==> config.mk <==
export PLATFORM = sky130hd
export DESIGN_NAME = rirc_frame
export DESIGN_NICKNAME = d
export VERILOG_FILES = /design/src/rtl/rirc_pkg.sv /design/src/rtl/rirc_frame.sv
export SDC_FILE = /design/constraint.sdc
export NUM_CORES = 1
export LEC_CHECK = 0
export BUFFER_PORTS_ARGS = -buffer_cell sky130_fd_sc_hd__buf_4
export CORE_ASPECT_RATIO = 1.4
export CORE_MARGIN = 2
export CORE_UTILIZATION = 40
export CTS_BUF_LIST = sky130_fd_sc_hd__clkbuf_16
export DETAILED_ROUTE_END_ITERATION = 10
export GPL_ROUTABILITY_DRIVEN = 0
export HOLD_SLACK_MARGIN = 0.12
export PLACE_DENSITY_LB_ADDON = 0.25
export SYNTH_ARGS = -nofsm -noshare
export SYNTH_HDL_FRONTEND = slang
export SYNTH_SLANG_ARGS = --single-unit
==> constraint.sdc <==
create_clock -name clk -period 3.8 [get_ports clk]
set_input_delay 0.76 -clock clk [delete_from_list [all_inputs] [get_ports clk]]
set_output_delay 0.76 -clock clk [all_outputs]
set_load 0.005 [all_outputs]
==> src/rtl/rirc_pkg.sv <==
// Shared types, constants and the CRC-16/MODBUS byte update for the response checker.
`timescale 1ns / 1ps
`default_nettype none

package rirc_pkg;

	// Register map
	localparam int  RegCount = 1;
	localparam logic [0:0] REG_BYTE_COUNT_LIMIT = 1'b0;
	localparam logic [7:0] LIMIT_RESET = 8'd250;

	// Frame layout
	localparam logic [8:0] HEADER_LEN = 9'd3;
	localparam logic [8:0] POS_SLAVE  = 9'd0;
	localparam logic [8:0] POS_FUNC   = 9'd1;

	// CRC-16/MODBUS
	localparam logic [15:0] CRC_INIT = 16'hFFFF;
	localparam logic [15:0] CRC_POLY = 16'hA001;

	// Result kinds
	localparam logic KIND_DATA   = 1'b0;
	localparam logic KIND_STATUS = 1'b1;

	// One result beat
	typedef struct packed {
		logic        result_kind;
		logic [7:0]  coil_byte;
		logic [10:0] coil_base;
		logic [7:0]  slave_addr;
		logic [7:0]  func_code;
		logic [7:0]  data_count;
		logic        crc_ok;
		logic        count_ok;
		logic        frame_last;
	} res_t;

	// Fold one byte into the reflected CRC, one bit a step
	function automatic logic [15:0] crc_update(input logic [15:0] crc, input logic [7:0] b);
		logic [15:0] c;
		c = crc ^ {8'h00, b};
		for (int k = 0; k < 8; k++) begin
			if (c[0]) begin
				c = (c >> 1) ^ CRC_POLY;
			end else begin
				c = c >> 1;
			end
		end
		return c;
	endfunction

endpackage

`default_nettype wire

==> src/rtl/rirc_frame.sv <==
// Input register and frame tracking: header capture, CRC and result formation.
`timescale 1ns / 1ps
`default_nettype none

module rirc_frame
	import rirc_pkg::*;
(
	input  wire logic       clk,
	input  wire logic       arst_n,
	input  wire logic       in_valid,
	output logic            in_ready,
	input  wire logic [7:0] rx_byte,
	input  wire logic       frame_start,
	input  wire logic [7:0] byte_count_limit,
	output logic            res_valid,
	input  wire logic       res_ready,
	output res_t            res
);

	logic        valid_s1;
	logic [7:0]  byte_s1;
	logic        start_s1;

	logic        in_frame_q;
	logic [8:0]  pos_q;
	logic [15:0] crc_q;
	logic [7:0]  slave_q;
	logic [7:0]  func_q;
	logic [7:0]  count_q;
	logic [7:0]  crc_lo_q;

	logic        advance;
	logic        active;
	logic [8:0]  pos;
	logic [15:0] crc_base;
	logic [15:0] crc_next;
	logic [8:0]  data_end;
	logic        is_header;
	logic        is_data;
	logic        is_crc_lo;
	logic        is_close;
	logic [8:0]  data_idx;

	assign advance  = valid_s1 && res_ready;
	assign in_ready = !valid_s1 || res_ready;

	// Hold the input beat until the result side can take it
	always_ff @(posedge clk or negedge arst_n) begin
		if (!arst_n) begin
			valid_s1 <= 1'b0;
		end else if (in_ready) begin
			valid_s1 <= in_valid;
		end
	end

	always_ff @(posedge clk) begin
		if (in_ready && in_valid) begin
			byte_s1  <= rx_byte;
			start_s1 <= frame_start;
		end
	end

	// Classify the byte by its place in the frame
	always_comb begin
		active    = start_s1 || in_frame_q;
		pos       = start_s1 ? 9'd0 : pos_q;
		crc_base  = start_s1 ? CRC_INIT : crc_q;
		crc_next  = crc_update(crc_base, byte_s1);
		data_end  = HEADER_LEN + {1'b0, count_q};
		is_header = active && (pos < HEADER_LEN);
		is_data   = active && !is_header && (pos < data_end);
		is_crc_lo = active && !is_header && (pos == data_end);
		is_close  = active && !is_header && (pos > data_end);
		data_idx  = pos - HEADER_LEN;
	end

	// Form the result beat
	always_comb begin
		res             = '0;
		res.slave_addr  = slave_q;
		res.func_code   = func_q;
		res.data_count  = count_q;
		if (is_close) begin
			res.result_kind = KIND_STATUS;
			res.frame_last  = 1'b1;
			res.crc_ok      = ({byte_s1, crc_lo_q} == crc_q);
			res.count_ok    = (count_q <= byte_count_limit);
		end else begin
			res.result_kind = KIND_DATA;
			res.coil_byte   = byte_s1;
			res.coil_base   = {data_idx[7:0], 3'b000};
		end
	end

	assign res_valid = valid_s1 && (is_data || is_close);

	// Advance the frame state
	always_ff @(posedge clk or negedge arst_n) begin
		if (!arst_n) begin
			in_frame_q <= 1'b0;
			pos_q      <= '0;
			crc_q      <= CRC_INIT;
			slave_q    <= '0;
			func_q     <= '0;
			count_q    <= '0;
			crc_lo_q   <= '0;
		end else if (advance && active) begin
			pos_q      <= pos + 9'd1;
			in_frame_q <= !is_close;
			if (is_header || is_data) begin
				crc_q <= crc_next;
			end else if (start_s1) begin
				crc_q <= CRC_INIT;
			end
			if (is_header) begin
				if (pos == POS_SLAVE) begin
					slave_q <= byte_s1;
				end else if (pos == POS_FUNC) begin
					func_q <= byte_s1;
				end else begin
					count_q <= byte_s1;
				end
			end
			if (is_crc_lo) begin
				crc_lo_q <= byte_s1;
			end
		end
	end

	// A frame never runs past its second CRC byte
	a_pos_bound: assert property (@(posedge clk) disable iff (!arst_n)
		in_frame_q |-> (pos_q <= HEADER_LEN + {1'b0, count_q} + 9'd1))
		else $error("frame position beyond frame length");

	// The closing beat leaves the frame
	a_close_exit: assert property (@(posedge clk) disable iff (!arst_n)
		(advance && is_close) |=> !in_frame_q)
		else $error("frame still open after status beat");

	// Status and last travel together
	a_status_last: assert property (@(posedge clk) disable iff (!arst_n)
		res_valid |-> (res.frame_last == (res.result_kind == KIND_STATUS)))
		else $error("last flag does not match result kind");

	// Data beats carry no check flags
	a_data_flags: assert property (@(posedge clk) disable iff (!arst_n)
		(res_valid && res.result_kind == KIND_DATA) |-> (!res.crc_ok && !res.count_ok))
		else $error("check flags set on data beat");

endmodule

`default_nettype wire

## After elaboration in Yosys (flattened, before gate mapping)

Index checks and enable logic that the tools add are counted.

- Logic and storage cells: 66
- Output and inout bits: 49
- Bits of input ports: 21
- Flip-flop bits (word level): 68

- Order comparisons: 4
- Add/subtract/negate cells: 3
- Muxes and demuxes: 14
- Bitwise logic cells: 11
- Equal/unequal tests: 3
- Reduce and logical (&&, ||, !) cells: 21

Operator list:

| cell | count |
|---|---|
| 2-to-1 mux 16 bit | 10 |
| inverter 2 -> 3 bit | 8 |
| 2-to-1 mux 19 bit | 1 |
| == test 16 bit | 1 |
| bitwise XOR 16 x 8 -> 16 bit | 1 |
| adder 2 x 8 -> 9 bit (first input constant) | 1 |
| adder 9 x 1 -> 9 bit (second input constant) | 1 |
| == test 9 x 1 -> 1 bit (second input constant) | 1 |
| == test 9 bit | 1 |
| greater-than comparator 9 bit | 1 |
| logical AND 1 bit | 9 |
| zero test 9 bit | 1 |
| less-than comparator 9 x 2 -> 1 bit (second input constant) | 1 |
| less-than comparator 9 bit | 1 |
| 2-to-1 mux 9 bit | 1 |
| less-or-equal comparator 8 bit | 1 |
| AND reduction 4 bit | 2 |
| subtractor 8 x 2 -> 8 bit (second input constant) | 1 |
| logical OR 1 bit | 4 |
| zero test 1 bit | 3 |
| 2-to-1 mux 3 bit | 1 |
| AND reduction 3 bit | 1 |
| inverter 1 bit | 2 |
| AND reduction 2 bit | 1 |
| 2-to-1 mux 1 bit | 1 |

## Longest topological paths before layout

Gate-level depths: netlist of run 1.

- Depth in word-level cells: 19
- Depth in mapped cells: 13
- Gate-level depth less buffers: 12

## Least setup slack after synthesis of run 1

OpenSTA, ideal clock, no wires.

- Path kind: reg2out
- From: register start_s1
- To: output res[1] (netlist bit)
- Buffers on the path: 4
- Data arrival time: 2.663 ns
- Cell stages (with the launch flop): 13
- Required time: 3.040 ns
- Setup slack: 0.377 ns
- Cell sequence: edfxtp_1 > buf_2 > clkbuf_1 > clkbuf_1 > nor2b_1 > ha_1 > nand2_1 > a21oi_1 > a221o_1 > nand2_1 > nor2_1 > buf_4 > and2_1

RTL lines:

| element | RTL line | RTL |
|---|---|---|
| from (decl) | rirc_frame.sv:22 | `logic start_s1;` |
| from (signal assigned) | rirc_frame.sv:59 | `start_s1 <= frame_start;` |
| to (decl) | rirc_frame.sv:17 | `output res_t res` |

==> results summary, run 1 <==
For this design the static power due to leakage is between 0.002 and 0.0025 uW. The total iterations of the first detailed-routing run came out at 4. The number of hold buffers added after cts came out at 0. The post-layout minimum cycle time came out at 3.73 ns. The slew at the pin closest to its max-slew limit came out at 0.761 ns. The total count of hold-check failures in the final report came to 0.

The fraction of registers with async set or reset after synthesis came out at between 80 and 90%. The global-route wire length before repair is 15600 um. Once the floorplan was initialized, standard cells occupied 41.1% of the core.

The deepest clock path buffer count came out at 2. The run finished with clean final reports. Of the total synthesized cell area, the portion taken by XOR and XNOR cells is 12.9%. The number of flip-flops and latches in the synthesized netlist came out at 68. The total power density per cell area is 684 nW/um2. The finished layout holds 615 standard cells, fillers aside.

The count of nets after finishing came out at 517. The final-report max-slew violation count came out at 0. The most numerous cell type found on the critical path is nor2_4.

The peak fanout along the critical path came out at 11. The share of the synthesized area in compound gates (AO/OA/AOI/OAI) is 8.67%. The die boundary width is just under 90 um.

The fraction of layout instances using a drive strength above 1 came out at 36.3%. The gate count of the mapped netlist came out at 399. The number of top-level pins is 70.

The number of buffers and inverters on the critical path came out at 3. The core outline area came out at slightly below 10000 um2. The die footprint is 11000 um2. Dividing the final minimum period by the clock period gives 98.1%. In the layout the commonest cells are 87 x buf_4, 41 x dfrtp_1, 33 x nor2_1, 31 x mux2_2, 29 x xor2_1. The cell sitting at the root of the clock tree is a clkbuf_16. The diode insertion count for antenna repair is 0. The largest single stage delay on the critical path is 0.39 ns.

The multiplexer share of the synthesized area came out at 8.58%. On the critical path the largest part of the delay comes from compound AO/OA/AOI/OAI gates. The final count of negative-setup-slack endpoints came out at 0. The routed via count divided by cell count came out at 5.04.

The number of global-route vias before repair is between 3k and 4k. Clock latency on the worst-skew pair, taken at its later pin, is 0.33 ns. The post-synthesis cell type count came out at 44. Once detail routing completed, the nets flagged for antenna violations numbered 0.

The proportion of synthesized chip area in sequential cells is 43.4%. The count of vias placed by the detailed router is 3098. TritonCTS built the clock tree.

The peak supply drop is between 0.4 and 0.5 mV. The number of synthesis warnings is 0. TritonCTS created 9 clock buffers. The library cell used most frequently in the layout, excluding fill and tap cells, is buf_4.

The area growth from synthesis to layout is 26.9%. The instance count after placement with tap cells included is between 500 and 600. For this run, design rule violations remaining after detail routing come to 0. The clock-pin slew on the worst setup and hold paths is roughly 0.060 ns. In this run the cell area of the synthesized design comes to 4070 um2. The number of violations reported at the end of detailed-routing iteration 0 came out at ~160. STA classifies the critical path endpoint as an output port. Dividing the detail-routed wire length by the instance count gives 16.2 um. Setup repair after global routing could not meet its margin everywhere. The number of antenna violations at the first check in global routing came out at 0. The total congestion overflow after global routing came out at 0. The maximum number of pins on one net before global-route repair came out at 60.

The global-route total usage across every layer came out at 18.7%. The count of flip-flops with a built-in enable after synthesis is 9. The placement row count is 43.

The maximum clock rate came out at 0.268 GHz. The CTS sink count came out at 68. The worst setup path is launched from a flop. On the final layout, the worst clock skew is 0.00724 ns. In this run the tool buffered the top-level ports with 66 buffer cells. The arrival time at the worst endpoint came out at roughly 3 ns. The total routed wirelength came out at ~10000 um. Among all flip-flop cells after synthesis, the most frequent one is dfrtp_1. The die is 123 um tall. The final-layout setup total negative slack is 0 ns. The fraction of the mapped netlist area in adder cells came out at 6.46%. Walking the worst path, the cells encountered are inv_2 -> ha_4 -> nor2_4 -> and3_4 -> xnor2_2 -> ha_1 -> a211oi_2 -> o221ai_2 -> a221o_1 -> nand2_2 -> nor2_4 -> buf_6 -> a21oi_1 -> buf_4. The setup slack of the most critical reg-to-reg path is 0.46 ns.

The worst-case headroom to the max-slew limit came out at 49.3%. The required time of the critical path came out at a little over 3 ns. The max-cap violation count came out at 0. The worst hold path class is reg -> reg. The largest individual stage delay along the critical path comes from the cell dfrtp_1. The post-synthesis simple-gate area fraction came out at 15.5%. The type of the worst setup path is reg -> out. The H-tree was split into 3 levels. The average size of a mapped cell is 10.2 um2. The wire-length estimate of the detail-placed layout is 7200 um. After synthesis, the largest family of logic cells by area is simple AND/OR/NAND/NOR gates.
[per-layer routing]
layer / part of all wire (%) / track usage (%) / vias up
li1: - / - / 1506
met2: 54 / 32.9 / 60
met3: 3.4 / 2.54 / 9
met1: 42 / 23.4 / 1523
met4: 1.2 / 6.16 / 0
met5: 0 / 0 / -
[flip-flops by register name (all words and copies together), names as in the netlist, 8 cells and up]
| signal | cells |
|---|---|
| byte_s1 | 8 |
| func_q | 8 |
| count_q | 8 |
| slave_q | 8 |
| pos_q | 9 |
| crc_q | 16 |
| crc_lo_q | 8 |
[worst register-to-register path: cells and delay by family (launching register included)]
family / cells / cell delay (ns)
AO/OA/AOI/OAI: 6 / 1.65
XOR/XNOR: 1 / 0.12
adder cells (fa/ha/maj): 2 / 0.50
buffers and inverters: 3 / 0.36
flip-flops: 1 / 0.39
AND/OR/NAND/NOR: 2 / 0.22
[synthesized netlist by cell type (all sizes together) (4+ instances only)]
cell | count | area (um2)
buf | 10 | 65.1
inv | 15 | 56.3
ha | 21 | 263
mux2 | 31 | 349
o21ai | 19 | 95.1
a21oi | 20 | 115
nor2 | 36 | 138
nand3 | 8 | 40.0
nor2b | 20 | 125
dfstp | 16 | 420
clkbuf | 15 | 56.3
o22ai | 6 | 37.5
xor2 | 29 | 254
nor4 | 4 | 25.0
xnor2 | 26 | 228
nand2b | 5 | 38.8
nand2 | 29 | 109
nand4 | 4 | 25.0
edfxtp | 9 | 270
dfrtp | 43 | 1080
nor3 | 9 | 56.3
[worst paths after layout]
kind,startpoint,endpoint,cells after the start
worst min register to register,in_frame_q$_DFFE_PN0P_,in_frame_q$_DFFE_PN0P_,2
worst max-delay path,count_q[1]$_DFFE_PN0P_,res[33],14
worst min-delay path,in_frame_q$_DFFE_PN0P_,in_frame_q$_DFFE_PN0P_,2
worst max register to register,count_q[1]$_DFFE_PN0P_,crc_q[6]$_DFFE_PN1P_,14
min in group asynchronous,arst_n,in_frame_q$_DFFE_PN0P_,1
max in group asynchronous,arst_n,count_q[3]$_DFFE_PN0P_,1
[final cells by class]
class	instances	area, um2
fillers	909	4740
multi-input cells	293	2200
flip-flops and latches	68	1770
repair buffers	88	664
clock buffers	9	225
well taps	135	169
clock inverters	7	80.1
inverters	15	56.3
[stage by stage]
step	utilization, %	hold slack (ns)	setup slack (ns)	area (um2)	total power (uW)
detailed placement	47.7	0.481	0.0948	4720	2570
global placement	47.7	0.475	0.242	4720	2550
floorplan	-	0.451	0.377	4080	2070
CTS	51.1	0.495	0.0193	5060	3460
finish	52.1	0.494	0.0713	5160	3530
global route	52.1	0.522	-0.0306	5160	3780
[logic make-up after synthesis]
kind of cell	after synthesis
simple gates	124
flops	68
compound gates	57
xor+xnor	57
buf+inv	40
mux	31
fa+ha+maj	21
other cells	1
[power by group]
group	internal, uW	leakage, uW	switching (uW)
clock network	517	0.000143	342
logic	785	0.00140	602
registers	1020	0.000801	265
total	2320	0.00235	1210
[timing repair]
action / 4_1_cts / 5_1_grt
endpoints found under the setup margin: 16 / 20
buffers inserted: 1 / 6
pin swaps: 1 / 5
resized for setup: 6 / 15
gates cloned: 1 / 0
No activity file was read; power rests on OpenSTA's default activity.
==> run 2: changes to the inputs <==
--- a/config.mk
+++ b/config.mk
@@ -6,7 +6,7 @@
 export NUM_CORES = 1
 export LEC_CHECK = 0
 export BUFFER_PORTS_ARGS = -buffer_cell sky130_fd_sc_hd__buf_4
-export CORE_ASPECT_RATIO = 1.4
+export CORE_ASPECT_RATIO = 1.5
 export CORE_MARGIN = 2
 export CORE_UTILIZATION = 40
 export CTS_BUF_LIST = sky130_fd_sc_hd__clkbuf_16
==> run 2 against run 1 <==
First-iteration DRC count fell by 43%. Clock skew down 0.0013 ns. Die area is essentially flat. Final cell count fell by 2.4%. Clock power shrank 5.2%. Worst setup slack worse by 0.0050 ns. Cell area shrank 0.24%. Sequential cell count unchanged. Sequential power about the same. Core utilization fell by 0.76 points. Routed wire length grew 0.25%. Global-route usage is 0.37 points higher.
==> results summary, run 2 (synthesis gave the netlist of run 1 again) <==
The flip-flop count of the largest register after layout is 16 (unchanged). The number of I/O port buffers came out at 66 (unchanged). The most common cell after layout, fill and taps aside is buf_4. In the layout the commonest cells are 88 x buf_4, 41 x dfrtp_1, 32 x nor2_1, 31 x mux2_2, 29 x xor2_1. The portion of total power attributed to the clock network came to 23.5% (-0.8 points).

The leakage power is 0.00236 uW (+0.43%). The clock-pin slew on the worst setup and hold paths is 0.06 ns (about the same). The core outline area is 10000 um2 (+1.2%). The placement row count came out at 45 (+4.7%). The pre-CTS worst setup slack is 0.0556 ns (-0.0392 ns). The initial cell density of the core came to 40.6% (-0.50 points). The cell area after placement is 4720 um2 (-0.16%). The peak fanout along the critical path is 11 (unchanged). The flow ran to the end, and the final reports show no timing, DRC or antenna violations. The post-layout minimum cycle time came out at 3.73 ns (+0.00503 ns). The routed via count divided by cell count came out at 5.23 (+3.8%).

The number of global-route vias before repair was 3203 (+4.7%). The final instance count without filler cells is 600 (-2.4%). The number of top-level pins is 70 (unchanged). The total iterations of the first detailed-routing run came out at 4 (unchanged). The diode insertion count for antenna repair is 0 (unchanged). The final worst-path cycle share came out at 98.3% (+0.13 points). The worst hold path class is in -> async. The number of levels the H-tree was split into was 3 (unchanged). The die boundary width is 86.4 um (-3.2%). The routed wire length per instance came out at 16.6 um (+2.8%).

The final count of negative-setup-slack endpoints is 0 (unchanged). The switching share of total power came to 33.6% (-0.63 points). The arrival time at the worst endpoint was 2.97 ns (about the same). The global-route total usage across every layer was 19.1% (+0.37 points).

The die footprint is 11000 um2 (about the same). The internal power contribution was 2300 uW (-1.1%). The total congestion overflow after global routing is 0 (unchanged).

The number of violations reported at the end of detailed-routing iteration 0 is 89 (-43%). The setup slack of the critical path after layout is 0.0663 ns (-0.00503 ns). The instance count after placement with tap cells included came out at 575 (-2.7%). The peak supply drop is 0.334 mV (-17%). The part of the power in combinational logic was 39.8% (+0.6 points). The fraction of layout instances using a drive strength above 1 is 36.2% (about the same).

The type of element capturing the critical path is an output port. The worst setup path is launched from a flop. The global-route wire length before repair was 16300 um (+4.6%). The CTS sink count is 68 (unchanged). The maximum clock rate came out at 0.268 GHz (-0.13%). The worst setup path is of the reg -> out kind. The clock latency reported for the late side of the worst-skew pair was 0.33 ns (about the same). The deepest clock path buffer count came out at 2 (unchanged). The area growth from synthesis to layout is 26.6%. The total power density per cell area is 672 nW/um2 (-1.8%). The largest registers in the layout are crc_q: 16 flops, pos_q: 9 flops. The net switching component of the power is 1160 uW (-3.9%). The summed area of non-filler cells in the final layout was 5150 um2 (-0.24%). The count of vias placed by the detailed router is 3138 (+1.3%). The required time of the critical path is 3.04 ns (about the same).

The slew at the pin closest to its max-slew limit was 0.749 ns (-0.0119 ns). The die span in y came out at 128 um (+3.4%). TritonCTS built the clock tree. The final routed DRC violation total is 0 (unchanged). The number of antenna violations at the first check in global routing is 0 (unchanged). The register ranked first by flip-flop count is crc_q. The max-cap violation count came out at 0 (unchanged). The sequential cell fraction of total power came out at 36.6% (+0.2 points). The worst-case headroom to the max-slew limit came to 50.1% (+0.79 points).

The final-report max-slew violation count came out at 0 (unchanged). The HPWL reported at the end of detailed placement is 7270 um (+0.98%). The count of nets after finishing came out at 520 (+0.58%). The number of nets still failing antenna checks after routing came out at 0 (unchanged). The final-layout setup total negative slack was 0 ns (unchanged). The number of inserted filler cells in the final layout is 922 (+1.4%). The maximum number of pins on one net before global-route repair came to 60 (unchanged).

The clock skew after layout is 0.00595 ns (-0.00130 ns). The total CTS buffers is 9 (unchanged). In this run the clock root is driven by a clkbuf_16. The total routed wirelength is 9980 um (+0.25%). The number of hold buffers added after cts came to 0 (unchanged).

The total count of hold-check failures in the final report is 0 (unchanged).
## run 2: power groups by stage
stage | Combinational [uW] | Sequential, uW | Clock [uW]
4_1_cts | 1320 | 1270 | 832
3_5_place_dp | 1300 | 1290 | 0
2_1_floorplan | 864 | 1200 | 0
6_report | 1380 | 1270 | 814
3_3_place_gp | 1270 | 1280 | 0
5_1_grt | 1530 | 1300 | 868
## run 2: area by class of cell
type | instances | area, um2 | share of cell area [%]
flip-flops and latches | 68 | 1770 | 34.4
well taps | 117 | 146 | 2.84
inverters | 15 | 56.3 | 1.09
clock inverters | 7 | 70.1 | 1.36
repair buffers | 91 | 694 | 13.5
clock buffers | 9 | 225 | 4.37
multi-input cells | 293 | 2190 | 42.5
## run 2: repair_timing
item                       4_1_cts  5_1_grt
setup endpoints to repair       19       19
resized for setup                8       14
pin swaps                        1        6
setup buffers                    1        7
cloned                           1        0
## run 2: critical path, cell delays in order, from the launching register on
cell      delay, ns
dfrtp_1        0.39
inv_2          0.09
ha_4           0.15
nor2_4         0.04
and3_4         0.18
xnor2_1        0.12
ha_1           0.34
a211oi_2       0.28
o221ai_1       0.16
a221o_1        0.34
nand2_2        0.10
nor2_4         0.08
buf_6          0.18
a21oi_2        0.09
buf_4          0.11
## run 2: worst paths after layout
kind,startpoint,end,slack (ns),cells after the start
worst max-delay path,count_q[1]$_DFFE_PN0P_,res[35],0.07,14
worst min-delay path,arst_n,count_q[1]$_DFFE_PN0P_,0.49,1
worst max register to register,count_q[1]$_DFFE_PN0P_,crc_q[6]$_DFFE_PN1P_,0.51,13
worst min register to register,in_frame_q$_DFFE_PN0P_,in_frame_q$_DFFE_PN0P_,0.49,2
max in group asynchronous,arst_n,count_q[3]$_DFFE_PN0P_,2.79,1
min in group clk,in_frame_q$_DFFE_PN0P_,in_frame_q$_DFFE_PN0P_,0.49,2
## run 2: routing by layer
| layer | vias to the layer above | wire [um] | GRT usage (%) | part of all wire, % |
|---|---|---|---|---|
| met5 | - | 0 | 0 | 0 |
| met4 | 0 | 245 | 6.99 | 2.5 |
| met3 | 22 | 299 | 3.81 | 3.0 |
| met2 | 61 | 5270 | 33.5 | 53 |
| met1 | 1544 | 4170 | 22.9 | 42 |
| li1 | 1511 | - | - | - |
## run 2: metrics by stage
| stage | power (uW) | utilization, % | hold slack, ns |
|---|---|---|---|
| 2_1_floorplan | 2070 | - | 0.451 |
| 3_3_place_gp | 2540 | 47.1 | 0.486 |
| 3_5_place_dp | 2580 | 47.1 | 0.480 |
| 4_1_cts | 3420 | 50.4 | 0.498 |
| 5_1_grt | 3700 | 51.4 | 0.522 |
| 6_report | 3460 | 51.4 | 0.491 |
==> run 3: changes to the inputs <==
--- a/config.mk
+++ b/config.mk
@@ -5,6 +5,7 @@
 export SDC_FILE = /design/constraint.sdc
 export NUM_CORES = 1
 export LEC_CHECK = 0
+export ABC_AREA = 1
 export BUFFER_PORTS_ARGS = -buffer_cell sky130_fd_sc_hd__buf_4
 export CORE_ASPECT_RATIO = 1.5
 export CORE_MARGIN = 2
==> run 3 against run 2 <==
Clock skew up 0.0028 ns. Cell area up 1.7%. Via count up 22%. Critical endpoint is now res[32]. Synthesized cell count up 36%. Combinational power down 7%.
==> results summary, run 3 <==
The flow ran to the end, and the final reports show no timing, DRC or antenna violations. The proportion of synthesized chip area in sequential cells came to 41.4% (-2.0 points). STA classifies the critical path startpoint as a flop. The internal power contribution is 2070 uW (-10%). The worst hold path belongs to the class reg -> reg. The die boundary width came out at 88.4 um (+2.3%). The final instance count without filler cells came to 760 (+27%).

The CTS sink count came out at 68 (unchanged). The total CTS buffers is 9 (unchanged). The final routed DRC violation total came out at 0 (unchanged). The number of synthesis warnings came out at 0 (unchanged).

Summed over all instances, the cell type with the most area after synthesis is dfrtp_1. The number of flip-flops and latches in the synthesized netlist came out at 68 (unchanged). Yosys attributes the largest share of cell area to dfrtp_1 25%, nand2_1 11%, dfstp_2 9.8%. The sequential cell fraction of total power is 35.6% (-1.0 points).

The clock skew after layout came to 0.00872 ns (+0.00277 ns). The routed wire length per instance is 14.7 um (-12%). The diode insertion count for antenna repair came to 0 (unchanged).

The total count of hold-check failures in the final report is 0 (unchanged). The leakage power is 0.00260 uW (+10%). The layout overhead on the synthesized area came out at 22.6%. The initial cell density of the core is 40.8% (+0.17 points). For this run, the leading register cell type out of synthesis is dfrtp_1. The die footprint was 11500 um2 (+4.8%).

The peak fanout along the critical path came out at 19 (+8). The instance count after placement with tap cells included is 740 (+29%). The maximum number of pins on one net before global-route repair came out at 60 (unchanged). The die span in y came to 131 um (+2.4%). The most common cell in the synthesized netlist is nand2_1. The count of vias placed by the detailed router was 3826 (+22%). Leaving out fill and tap cells, the most frequent cell in the layout is nand2_1.

The core outline area came out at 10500 um2 (+4.5%). The number of violations reported at the end of detailed-routing iteration 0 was 239 (+170%). The arrival time at the worst endpoint is 2.89 ns (-0.08 ns). The count of flip-flops with a built-in enable after synthesis was 9 (unchanged). The required time of the critical path was 3.04 ns (about the same). The deepest clock path buffer count was 2 (unchanged).

The maximum clock rate was 0.274 GHz (+2.3%). The part of the power in combinational logic is 39.5% (-0.3 points). The max-cap violation count is 0 (unchanged).

The global-route wire length before repair came out at 18100 um (+11%). The fraction of layout instances using a drive strength above 1 is 21.4% (-15 points). The average size of a mapped cell is 7.89 um2 (-23%). The number of top-level pins came to 70 (unchanged). The tree is rooted in a clkbuf_16. The global-route total usage across every layer is 20.4% (+1.3 points). The count of nets after finishing is 653 (+26%). The gate count of the mapped netlist came out at 541 (+36%). The post-synthesis cell type count is 41 (-6.8%). The setup slack of the most critical reg-to-reg path came out at 0.82 ns (+0.31 ns). The worst-case headroom to the max-slew limit came out at 32.2% (-18 points).

The total power density per cell area is 626 nW/um2 (-6.8%). The number of hold buffers added after cts is 0 (unchanged). The final-report max-slew violation count is 0 (unchanged). The peak supply drop came out at 0.311 mV (-6.7%). The number of nets still failing antenna checks after routing is 0 (unchanged). The HPWL reported at the end of detailed placement is 8180 um (+13%). The worst hold margin came to 0.467 ns (-0.0236 ns). The area share of the largest cell type after synthesis is 25.2% (-1.2 points). The post-synthesis instance area is 4270 um2 (+5.0%). TritonCTS built the clock tree.

The clock latency reported for the late side of the worst-skew pair was 0.34 ns (about the same). The flip-flop count of the largest register after layout was 16 (unchanged). The number of levels the H-tree was split into came out at 3 (unchanged).

The number of global-route vias before repair is 3711 (+16%). The routed via count divided by cell count is 5.03 (-3.7%). The final-layout setup total negative slack was 0 ns (unchanged). The total congestion overflow after global routing came out at 0 (unchanged). The number of inserted filler cells in the final layout is 1012 (+9.8%). The post-layout minimum cycle time is 3.65 ns (-0.0832 ns). The number of I/O port buffers is 66 (unchanged).

The placement row count was 46 (+2.2%). Ranked by flip-flop count, first place goes to crc_q. The net switching component of the power came out at 1210 uW (+4.0%). Ranked by instance count, the synthesized netlist is headed by 120 x nand2_1, 65 x inv_1, 57 x o21ai_0. The final worst-path cycle share is 96.1% (-2.2 points). The top cell types in the final layout, fill and taps aside, are 118 x nand2_1, 76 x buf_4, 67 x inv_1, 57 x o21ai_0, 56 x nor2_1. The switching share of total power came out at 36.9% (+3.3 points). The power after layout is 3280 uW (-5.3%).

The total iterations of the first detailed-routing run is 5 (+1). The number of antenna violations at the first check in global routing is 0 (unchanged). The type of the worst setup path is reg -> out. The fraction of registers with async set or reset after synthesis is 86.8% (unchanged). The portion of total power attributed to the clock network was 24.9% (+1.4 points). The type of element capturing the critical path is an output port.

The final count of negative-setup-slack endpoints is 0 (unchanged). The clock-pin slew on the worst setup and hold paths is 0.05 ns (about the same). The largest registers in the layout are crc_q: 16 flops, pos_q: 9 flops.

The total routed wirelength is 11200 um (+12%). The slew at the pin closest to its max-slew limit is 1.02 ns (+0.269 ns).
[run 3: cell types whose count changed in the layout (fill, tap and decap cells not counted), sizes merged, moves of 24 or more]
cell   before  now
nand2      29  124
inv        16   71
o21ai      19   63
nor2       36   60
mux2       31    0
xnor2      26    2
[run 3: final timing paths]
check	start	endpoint	cells past startpoint
max	count_q[1]$_DFFE_PN0P_	res[32]	17
min	pos_q[3]$_DFFE_PN0P_	pos_q[3]$_DFFE_PN0P_	1
max reg2reg	count_q[1]$_DFFE_PN0P_	crc_q[11]$_DFFE_PN1P_	16
min reg2reg	pos_q[3]$_DFFE_PN0P_	pos_q[3]$_DFFE_PN0P_	1
max in group asynchronous	arst_n	count_q[6]$_DFFE_PN0P_	1
min in group asynchronous	arst_n	crc_lo_q[0]$_DFFE_PN0P_	1
[run 3: critical path, stage by stage (launching register included)]
cell,delay (ns)
dfrtp_1,0.35
inv_1,0.08
ha_1,0.22
nor3_2,0.16
nand3_1,0.13
xor2_1,0.17
ha_1,0.32
nand2_2,0.09
nor2_1,0.13
nand2_1,0.06
nand2_1,0.06
nand3_1,0.07
nand2_2,0.12
nand3_2,0.12
clkinv_1,0.10
buf_12,0.16
nor2_1,0.06
buf_4,0.14
[run 3: logic make-up after synthesis]
kind of cell               synth area share [%]
adders and majority gates                  6.15
xor gates and xnor gates                   5.95
AOI/OAI and AO/OA                          13.9
DFF                                        41.4
and+or+nand+nor                            23.2
other                                    0.0878
buffers and inverters                      9.35
[run 3: area by class of cell]
cell class	count	area, um2	area share [%]
multi-input cells	386	2150	41.1
flip-flops and latches	68	1770	33.7
repair buffers	77	591	11.3
inverters	69	259	4.95
clock buffers	9	225	4.30
well taps	144	180	3.44
clock inverters	7	60.1	1.15
[run 3: layer usage]
metal | vias to the layer above | GRT usage, % | part of all wire (%)
met4 | 0 | 8.29 | 2.5
met2 | 132 | 33.5 | 49
li1 | 1901 | - | -
met5 | - | 0 | 0
met1 | 1773 | 26.5 | 43
met3 | 20 | 3.71 | 5.0
[run 3: timing repair]
item	in CTS	in global routing
pin swaps	0	1
resized for setup	4	7
setup buffers	0	4
endpoints found under the setup margin	19	20
[run 3: power groups by stage]
| stage | logic, uW | registers, uW | clock network, uW |
|---|---|---|---|
| floorplan | 781 | 1150 | 0 |
| global placement | 1200 | 1170 | 0 |
| finish | 1290 | 1170 | 817 |
| detailed placement | 1230 | 1180 | 0 |
| global route | 1490 | 1200 | 861 |
| CTS | 1250 | 1170 | 825 |
[run 3: stage by stage]
stage	setup slack (ns)	cell area, um2	util, %
floorplan	0.395	4280	-
global placement	0.354	4870	46.5
detailed placement	0.205	4870	46.5
CTS	0.000150	5170	49.3
global route	-0.0378	5240	50.0
finish	0.150	5240	50.0
